## config.mk

```make
export PLATFORM = sky130hd
export DESIGN_NAME = bvse_ctrl
export DESIGN_NICKNAME = d
export VERILOG_FILES = /design/src/assert_macros.svh /design/src/bvse_pkg.sv /design/src/bvse_ctrl.sv
export SDC_FILE = /design/constraint.sdc
export NUM_CORES = 1
export LEC_CHECK = 0
export BUFFER_PORTS_ARGS = -buffer_cell sky130_fd_sc_hd__buf_2
export CAP_MARGIN = 20
export CORE_MARGIN = 5
export CORE_UTILIZATION = 29
export DETAILED_ROUTE_END_ITERATION = 12
export HOLD_SLACK_MARGIN = 0.08
export REMOVE_ABC_BUFFERS = 1
export SYNTH_ARGS = -nofsm -noshare
export SYNTH_HDL_FRONTEND = slang
export SYNTH_SLANG_ARGS = --single-unit
```

## constraint.sdc

```tcl
create_clock -name clk -period 4.3 [get_ports clk]
set_input_delay 0.215 -clock clk [delete_from_list [all_inputs] [get_ports clk]]
set_output_delay 0.215 -clock clk [all_outputs]
set_load 0.05 [all_outputs]
```

## src/assert_macros.svh

```systemverilog
// Assertion macros for the RTL of the vector store engine.
// No dependencies; included by files that carry concurrent assertions.
`ifndef ASSERT_MACROS_SVH
`define ASSERT_MACROS_SVH

// Same-cycle implication, disabled during reset.
`define ASSERT_IMPL(lbl, clk, rst, ante, cons, msg) \
  lbl: assert property (@(posedge clk) disable iff (rst) (ante) |-> (cons)) else $error(msg);

// Next-cycle implication, disabled during reset.
`define ASSERT_NEXT(lbl, clk, rst, ante, cons, msg) \
  lbl: assert property (@(posedge clk) disable iff (rst) (ante) |=> (cons)) else $error(msg);

`endif

```

## src/bvse_pkg.sv

```systemverilog
// Types and codes of the vector store engine.
// No dependencies; used by bvse_ctrl, bounded_vector_store_engine, vector_store_checker and tb_top.
`default_nettype none

package bvse_pkg;

  typedef enum logic [2:0] {
    ACT_GET       = 3'd0,
    ACT_SET       = 3'd1,
    ACT_APPEND    = 3'd2,
    ACT_RM_FIRST  = 3'd3,
    ACT_RM_LAST   = 3'd4,
    ACT_RM_AT     = 3'd5,
    ACT_RM_VALUE  = 3'd6,
    ACT_CLEAR     = 3'd7
  } action_t;

  typedef enum logic [1:0] {
    STAT_OK    = 2'd0,
    STAT_RANGE = 2'd1,
    STAT_EMPTY = 2'd2,
    STAT_FULL  = 2'd3
  } status_t;

  typedef enum logic [2:0] {
    ST_IDLE,
    ST_READ,
    ST_SHIFT,
    ST_SCAN,
    ST_DONE
  } state_t;

  typedef struct packed {
    logic    found;
    status_t status;
  } res_info_t;

endpackage

`default_nettype wire

```

## src/bvse_ctrl.sv

```systemverilog
// Sequencer of the vector store engine: decodes actions, walks the store
// for shifts and searches, and keeps the head and tail positions. Uses bvse_pkg.
`default_nettype none

module bvse_ctrl #(
  parameter int CAPACITY      = 256,
  parameter int ELEMENT_WIDTH = 32,
  parameter int PW            = 9,
  parameter int AW            = 8
) (
  input  wire logic                     clk,
  input  wire logic                     rst,
  input  wire logic                     in_valid,
  output logic                          in_ready,
  input  wire logic [2:0]               action,
  input  wire logic [15:0]              position,
  input  wire logic [ELEMENT_WIDTH-1:0] wval,
  output logic                          mem_we,
  output logic      [AW-1:0]            mem_waddr,
  output logic      [ELEMENT_WIDTH-1:0] mem_wdata,
  output logic      [AW-1:0]            mem_raddr,
  input  wire logic [ELEMENT_WIDTH-1:0] mem_rdata,
  output logic                          res_valid,
  input  wire logic                     res_ready,
  output logic      [ELEMENT_WIDTH-1:0] res_value,
  output bvse_pkg::res_info_t           res_info,
  output logic      [PW-1:0]            res_count
);

  localparam int CW = (PW > 16) ? PW : 16;

  bvse_pkg::state_t  state, state_next;
  bvse_pkg::action_t act, act_next;
  bvse_pkg::status_t status, status_next;
  logic [PW-1:0] head, head_next, tail, tail_next, sh, sh_next, wa, wa_next;
  logic [ELEMENT_WIDTH-1:0] wval_r, wval_r_next, rd, rd_next;
  logic found, found_next, capture, capture_next;

  logic [PW-1:0] n, last, rslot, slot;
  logic [CW-1:0] pos_c, slot_c;
  logic          bad_pos;

  assign n      = tail - head;
  assign last   = tail - PW'(2);
  assign pos_c  = CW'(position);
  assign slot_c = CW'(head) + pos_c - CW'(2);
  assign slot   = slot_c[PW-1:0];
  assign bad_pos = (pos_c == '0) || (pos_c > CW'(n));

  assign in_ready  = (state == bvse_pkg::ST_IDLE);
  assign res_valid = (state == bvse_pkg::ST_DONE);
  assign res_value = rd;
  assign res_info  = '{found: found, status: status};
  assign res_count = n;
  assign mem_raddr = rslot[AW-1:0];

  always_ff @(posedge clk) begin
    if (rst) begin
      state <= bvse_pkg::ST_IDLE;
      head  <= PW'(1);
      tail  <= PW'(1);
    end else begin
      state <= state_next;
      head  <= head_next;
      tail  <= tail_next;
    end
  end

  always_ff @(posedge clk) begin
    act     <= act_next;
    status  <= status_next;
    sh      <= sh_next;
    wa      <= wa_next;
    wval_r  <= wval_r_next;
    rd      <= rd_next;
    found   <= found_next;
    capture <= capture_next;
  end

  always_comb begin
    state_next   = state;
    act_next     = act;
    status_next  = status;
    head_next    = head;
    tail_next    = tail;
    sh_next      = sh;
    wa_next      = wa;
    wval_r_next  = wval_r;
    rd_next      = rd;
    found_next   = found;
    capture_next = capture;
    rslot        = sh + PW'(1);
    mem_we       = 1'b0;
    mem_waddr    = wa[AW-1:0];
    mem_wdata    = wval_r;
    case (state)
      bvse_pkg::ST_IDLE: begin
        if (in_valid) begin
          act_next     = bvse_pkg::action_t'(action);
          wval_r_next  = wval;
          rd_next      = '0;
          found_next   = 1'b0;
          status_next  = bvse_pkg::STAT_OK;
          capture_next = 1'b1;
          state_next   = bvse_pkg::ST_DONE;
          case (bvse_pkg::action_t'(action))
            bvse_pkg::ACT_GET, bvse_pkg::ACT_SET: begin
              if (bad_pos) begin
                status_next = bvse_pkg::STAT_RANGE;
              end else begin
                rslot      = slot;
                wa_next    = slot;
                state_next = bvse_pkg::ST_READ;
              end
            end
            bvse_pkg::ACT_APPEND: begin
              if (tail > PW'(CAPACITY)) begin
                status_next = bvse_pkg::STAT_FULL;
              end else begin
                mem_we    = 1'b1;
                mem_waddr = AW'(tail - PW'(1));
                mem_wdata = wval;
                tail_next = tail + PW'(1);
              end
            end
            bvse_pkg::ACT_RM_FIRST: begin
              if (n == '0) begin
                status_next = bvse_pkg::STAT_EMPTY;
              end else begin
                rslot      = head - PW'(1);
                state_next = bvse_pkg::ST_READ;
              end
            end
            bvse_pkg::ACT_RM_LAST: begin
              if (n == '0) begin
                status_next = bvse_pkg::STAT_EMPTY;
              end else begin
                rslot      = last;
                sh_next    = last;
                state_next = bvse_pkg::ST_SHIFT;
              end
            end
            bvse_pkg::ACT_RM_AT: begin
              if (bad_pos) begin
                status_next = bvse_pkg::STAT_RANGE;
              end else begin
                rslot      = slot;
                sh_next    = slot;
                state_next = bvse_pkg::ST_SHIFT;
              end
            end
            bvse_pkg::ACT_RM_VALUE: begin
              if (n != '0) begin
                rslot      = head - PW'(1);
                sh_next    = head - PW'(1);
                state_next = bvse_pkg::ST_SCAN;
              end
            end
            default: begin
              head_next = PW'(1);
              tail_next = PW'(1);
            end
          endcase
        end
      end
      bvse_pkg::ST_READ: begin
        rd_next    = mem_rdata;
        state_next = bvse_pkg::ST_DONE;
        if (act == bvse_pkg::ACT_SET) begin
          mem_we = 1'b1;
        end
        if (act == bvse_pkg::ACT_RM_FIRST) begin
          head_next = head + PW'(1);
        end
      end
      bvse_pkg::ST_SHIFT: begin
        // Data of slot sh arrives now; it moves down one slot while sh+1 is read.
        sh_next = sh + PW'(1);
        if (capture) begin
          rd_next      = mem_rdata;
          capture_next = 1'b0;
        end else if (sh <= last) begin
          mem_we    = 1'b1;
          mem_waddr = AW'(sh - PW'(1));
          mem_wdata = mem_rdata;
        end else begin
          tail_next  = tail - PW'(1);
          state_next = bvse_pkg::ST_DONE;
        end
      end
      bvse_pkg::ST_SCAN: begin
        sh_next = sh + PW'(1);
        if (mem_rdata == wval_r) begin
          rd_next      = mem_rdata;
          found_next   = 1'b1;
          capture_next = 1'b0;
          state_next   = bvse_pkg::ST_SHIFT;
        end else if (sh == last) begin
          state_next = bvse_pkg::ST_DONE;
        end
      end
      bvse_pkg::ST_DONE: begin
        if (res_ready) begin
          state_next = bvse_pkg::ST_IDLE;
        end
      end
      default: begin
        state_next = bvse_pkg::ST_IDLE;
      end
    endcase
  end

endmodule

`default_nettype wire

```

==> impl_results.md, run 1 <==
* Outcome: finished clean
* RSZ-0062 raised after global routing: yes
* CTS max path bufs at 2
* Final hold violations at 0
* Worst Hold End: res_value[3]
* Fin crit share at 0.9941
* Area leader, netlist: edfxtp_1
* Post-Syn Area at 8223 µm²
* Vias in the first global route at 7668
* Largest net degree at the start of global routing at 39
* Setup violations, final at 0
* Max stage delay on crit path at 330 ps
* 1st-iter DRT viols at just over 800
* Clock Skew at 10.19 ps
* Routed vias at 8207
* Fmax at between 200 and 250 MHz
* Post-Synthesis Cells at just over 900
* Placed insts at roughly 1500
* Die Height at 178.4 µm
* Critical Path Source Type: register
* Proportion of power drawn by the clock network at 0.234
* CORE AREA at between 20000 and 30000 µm²
* Clk_lat worst skew at approximately 360 ps
* I/O Buffers at 181
* Yosys cell types at 72
* Post-synthesis sequential area ratio at 0.3725
* IO Pins at about 180
* Die X at 178.4 µm
* Asr flop ratio synth at 0
* CTS buffer count at 9
* Die area at 31820 µm²
* Non-Filler Instances at 1538
* Fin crit period at 4275 ps
* Clk root buf: clkbuf_16
* Worst Hold Path Cells at 2
* Final Core Density at 0.3988
* CP endpoint kind: primary output
* Total grt overflow at 0
* Vias per cell at around 5.3
* DRT Pass-1 Iters at 6
* Dpl ws at -88.10 ps
* CP arrival at between 4000 and 5000 ps
* LEAKAGE at 4.487 nW
* Worst Hold Class: input pin to register
* H-tree Lvls at 3
* Synthesized flop and latch total at 109
* Pins over their slew limit at 0
* Post-DP HPWL at 22000 µm
* Commonest register cell after synthesis: edfxtp_1
* Final ANT Viol Nets at 0
* WL final at 30440 µm
* Top-area cell type share of the netlist area at 0.3214
* Layout Area Growth over Synthesis at 35.12%
* Worst R2R Path Depth at 18
* Reg clk slew, reported paths at approximately 80 ps
* Relative slew slack at 0.3979
* Least-Margin Pin Slew at 896.3 ps
* CTS tree: done
* Clock sink count at 109
* Slowest cell on crit path: dfxtp_2
* Logic pwr share at 0.421
* Yosys warnings at 0
* Sw Share at 0.4164
* Worst reg2reg startpoint: tail[0]
* Setup slack after layout at 25.49 ps
* DRC Markers at 0
* WL/cell at approximately 20 µm
* Worst-path cell chain: inv_2 -> ha_4 -> inv_2 -> fa_2 -> a21o_1 -> a221oi_4 -> xor2_2 -> ha_4 -> nand4_1 -> a21oi_2 -> o41ai_2 -> buf_4 -> nand3b_1 -> o22a_2 -> a21oi_2 -> buf_6 -> o211ai_1 -> buf_4
* # rows at 61
* Pwr dens at 348.7 nW/µm²
* Initial antenna violation count at 0
* Internal at about 2.3 mW
* Top post-synthesis cells by area: edfxtp_1, ha_1, xnor2_1, dfxtp_1, nand2_1
* Most frequent cell after synthesis: nand2_1
* Total global-route track usage at 0.1794
* Syn Area/Cell at between 8 and 9 µm²
* Hold_sp: mem_rdata[3]
* Flop2flop setup slack at 310 ps
* Critical path class: register to primary output
* Most frequent cells after synthesis: nand2_1, edfxtp_1, inv_1
* CP max FO at 7
* Global-route wire length before repair at 44410 µm
* Reg power frac at 0.345
* Number of enable flip-flop cells after synthesis at 88
* Final layout net count at 1293
* Placer congestion estimate at 0.8988
* Critical Path RT at just over 4000 ps
* Net Sw Power at 1.613 mW
* Reg2reg end: sh[7]
* Layout cells sized above 1 at 0.3132
* Max cap viols at 0
* Starting Density at 0.2952
* VDD IR max at 0.1819 mV
==> placed cells by master, fill, tap and decap left out, types with 5 or more instances in the layout <==
master           n
xor2_1          25
o22ai_1         41
o21ai_1          8
nor4_1           7
nand2_1         99
inv_2           11
ha_1            40
inv_1           52
xnor2_1         55
dfxtp_2          9
and2_1          34
nand4_1         20
nor2b_1          5
clkbuf_16       11
nor3_1          19
o21ai_0         21
edfxtp_1        88
or3_1            6
a31oi_4          5
buf_2          161
buf_4           63
a21o_1           8
nand3_1         19
dlygate4sd3_1   32
dfxtp_1         11
buf_6           14
nor2_1          38
a21oi_1         39
a222oi_1         6
nand2b_1         9
a31oi_1         26
ha_4            10
a221o_1          7
or2_2            7
o22a_1          29
a21oi_2          6
o221a_2          8
==> per-stage QoR <==
stage	TNS, ps	instance area (µm²)	hold slack (ps)	power, mW
2_1_floorplan	-12580	8028	284.1	2.378
3_3_place_gp	0	9747	405.7	2.827
3_5_place_dp	-288.8	9747	405.9	2.836
4_1_cts	-36.69	10720	162.9	3.814
5_1_grt	-1115	11110	168.6	4.052
6_report	0	11110	174.0	3.875
==> cells by family after synthesis <==
kind of cell,count (synthesis),share of synthesized area
mux,1,0.001217
xor+xnor,84,0.09130
flops,109,0.3725
compound gates,254,0.2152
buf+inv,116,0.05387
fa+ha+maj,52,0.08095
simple gates,299,0.1850
==> state kept, by name, indices dropped and copies added, names as in the netlist, 3 cells and up <==
name	flops
res_value	32
wval_r	32
head	9
sh	9
tail	9
wa	8
act	3
state	3
==> metal layers <==
layer | global-route usage | part of all wire | vias up
met4 | 0.04253 | 0.017 | 0
met1 | 0.2443 | 0.43 | 3929
met2 | 0.3017 | 0.47 | 386
met5 | 0 | 0 | -
met3 | 0.02565 | 0.081 | 33
li1 | - | - | 3859
==> worst max-delay path, delay by kind of cell, from the launching register on <==
family	cells	cell delay, ps
buf+inv	5	670
xor+xnor	1	250
fa+ha+maj	3	730
compound gates	7	1440
simple gates	2	280
flops	1	330
==> power groups by stage <==
stage | clock, mW | combinational, mW | sequential (mW)
after detailed placement | 0 | 1.48 | 1.36
after CTS | 0.930 | 1.55 | 1.34
final | 0.908 | 1.63 | 1.34
after global routing | 0.974 | 1.73 | 1.35
after global placement | 0 | 1.47 | 1.36
after floorplan | 0 | 0.865 | 1.51
==> area by class of cell <==
class | instances | area, µm²
Clock inverter | 6 | 77.57
Antenna cell | 1 | 2.502
Timing Repair Buffer | 278 | 1872
Clock buffer | 10 | 229.0
Tap cell | 378 | 473.0
Multi-Input combinational cell | 690 | 5125
Sequential cell | 109 | 3078
Fill cell | 2746 | 16750
Inverter | 66 | 254.0
==> how the worst max path moves through the flow <==
stage	endpoint	cells past startpoint	slack [ps]	startpoint
2_1_floorplan	mem_raddr[2]	15	-350	tail[0]
3_3_place_gp	mem_raddr[2]	19	80	head[2]
3_5_place_dp	mem_raddr[2]	19	-90	head[2]
4_1_cts	mem_raddr[2]	18	-40	tail[0]
5_1_grt	mem_raddr[2]	19	-170	head[5]
6_report	mem_raddr[2]	18	30	tail[0]
==> timing repair <==
action / CTS / global route
hold buffers: 32 / 0
buffers inserted: 18 / 4
pin swaps: 20 / 24
cloned: 0 / 3
setup endpoints to repair: 57 / 49
hold endpoints to repair: 32 / 0
resized for setup: 52 / 74
Power figures use the tool's default switching activity.
==> run 2, diff against run 1 <==
- REMOVE_ABC_BUFFERS: 1 -> not set
==> run 2 against run 1 <==
  * The run now ends with setup timing left
  * Final cell count down 0.26%
  * Routed wire length down 1.1%
  * Count of clock-buffer cells in the layout unchanged
  * Clock skew up 3.3 ps
==> impl_results.md, run 2 (same netlist as run 1, synthesis figures left out) <==
* CTS buffer count at 9
* I/O Buffers at 181
* VDD IR max at 0.1826 mV
* # rows at 61
* Clock Skew at 13.47 ps
* CTS tree: done
* Clk_lat worst skew at 360 ps
* Starting Density at 0.2952
* Clk root buf: clkbuf_16
* Placer congestion estimate at between 0.9 and 1
* Die Height at 178.4 µm
* Reg clk slew, reported paths at 90 ps
* DRT Pass-1 Iters at 5
* Dpl ws at -75.13 ps
* Routed vias at 8154
* IO Pins at ~180
* Fin crit share at 1.011
* Post-Syn Nets at approximately 1100
* Pwr dens at 346.2 nW/µm²
* Least-Margin Pin Slew at 1004 ps
* Critical Path Source Type: register
* Commonest non-fill, non-tap cells in the layout: buf_2, nand2_1, edfxtp_1
* Setup slack after layout at -48.15 ps
* LEAKAGE at about 4.5 nW
* Total grt overflow at 0
* Layout cells sized above 1 at 0.3048
* Fmax at 230.0 MHz
* RSZ-0062 raised after global routing: yes
* WL/cell at around 20 µm
* CP endpoint kind: primary output
* Total global-route track usage at 0.1797
* Fin crit period at 4348 ps
* CP max FO at 7
* Layout Area Growth over Synthesis at 34.21%
* Final layout net count at 1289
* Clock sink count at between 100 and 150
* Critical Path RT at 4090 ps
* Die X at 178.4 µm
* Most common cell after layout, fill and taps aside: buf_2
* Critical path class: register to primary output
* Tot Pwr at 3.820 mW
* CORE AREA at about 28000 µm²
* Outcome: complete, but fails checks
* WL final at 30110 µm
* Pins over their slew limit at 0
* Failing checks: setup timing
* Die area at 31820 µm²
* DRC Markers at 0
* 1st-iter DRT viols at 937
* Max cap viols at 0
* Initial antenna violation count at 0
* CP arrival at around 4100 ps
* Setup violations, final at 4
* Vias in the first global route at 7751
* Global-route wire length before repair at 44660 µm
* H-tree Lvls at 3
* CTS max path bufs at 2
* Final hold violations at 0
* Largest net degree at the start of global routing at 38
* Post-DP HPWL at roughly 23000 µm
* Worst Hold Class: input pin to register
* Final ANT Viol Nets at 0
* Relative slew slack at 0.3261
* Vias per cell at 5.316
run 2: per-stage QoR:
step | hold slack [ps] | TNS, ps | util | cells | instance area (µm²)
CTS | 161.4 | -425.3 | 0.3854 | 1527 | 10740
finish | 171.9 | -119.6 | 0.3961 | 1534 | 11040
detailed placement | 406.9 | -850.0 | 0.3528 | 1466 | 9829
global route | 173.8 | -2710 | 0.3960 | 1533 | 11030
floorplan | 313.9 | -89.64 | - | 915 | 8294
global placement | 410.7 | 0 | 0.3528 | 1466 | 9829
run 2: power by group:
part           total, mW  internal (mW)  switching (mW)
sequential          1.34           1.27          0.0713
clock              0.855          0.412           0.443
combinational       1.63          0.520            1.11
total               3.82           2.20            1.62
run 2: worst max-delay path, cell delays in order (launching register included):
cell and delay [ps]:
dfxtp_2 330, inv_1 60, buf_6 130, fa_2 390, a21o_1 220, a221oi_4 250
buf_4 160, o21ai_2 80, xnor2_4 190, inv_1 80, ha_1 230, o41ai_4 440
nand3b_1 270, o22a_2 330, a21oi_4 160, buf_12 150, o211ai_1 80, buf_4 210
run 2: worst paths after layout:
| kind | cells past startpoint | slack [ps] | start | end |
|---|---|---|---|---|
| worst max-delay path | 17 | -50 | head[1] | mem_raddr[2] |
| worst min-delay path | 2 | 170 | mem_rdata[24] | res_value[24] |
| worst max register to register | 18 | 40 | head[1] | sh[1] |
| worst min register to register | 2 | 530 | head[7] | head[7] |
run 2: timing repair:
item / 4_1_cts / 5_1_grt
hold endpoints to repair: 32 / 0
buffers inserted: 13 / 7
setup endpoints to repair: 43 / 58
cloned: 0 / 0
pin swaps: 16 / 18
hold buffers: 32 / 0
gates resized for setup: 44 / 75
run 2: area by class of cell:
type / instances / area, µm²
antenna: 1 / 2.502
clock buffer: 10 / 229.0
clock inverter: 6 / 57.56
fill: 2775 / 16820
inverter: 66 / 250.2
multi-input combinational: 690 / 5106
sequential: 109 / 3074
tap: 378 / 473.0
timing repair buffer: 274 / 1843
run 2: per-layer routing:
layer | global-route usage | vias to the layer above | part of all wire
met5 | 0 | - | 0
met4 | 0.04541 | 0 | 0.018
met3 | 0.03582 | 31 | 0.086
met2 | 0.2990 | 391 | 0.47
met1 | 0.2398 | 3883 | 0.42
li1 | - | 3849 | -
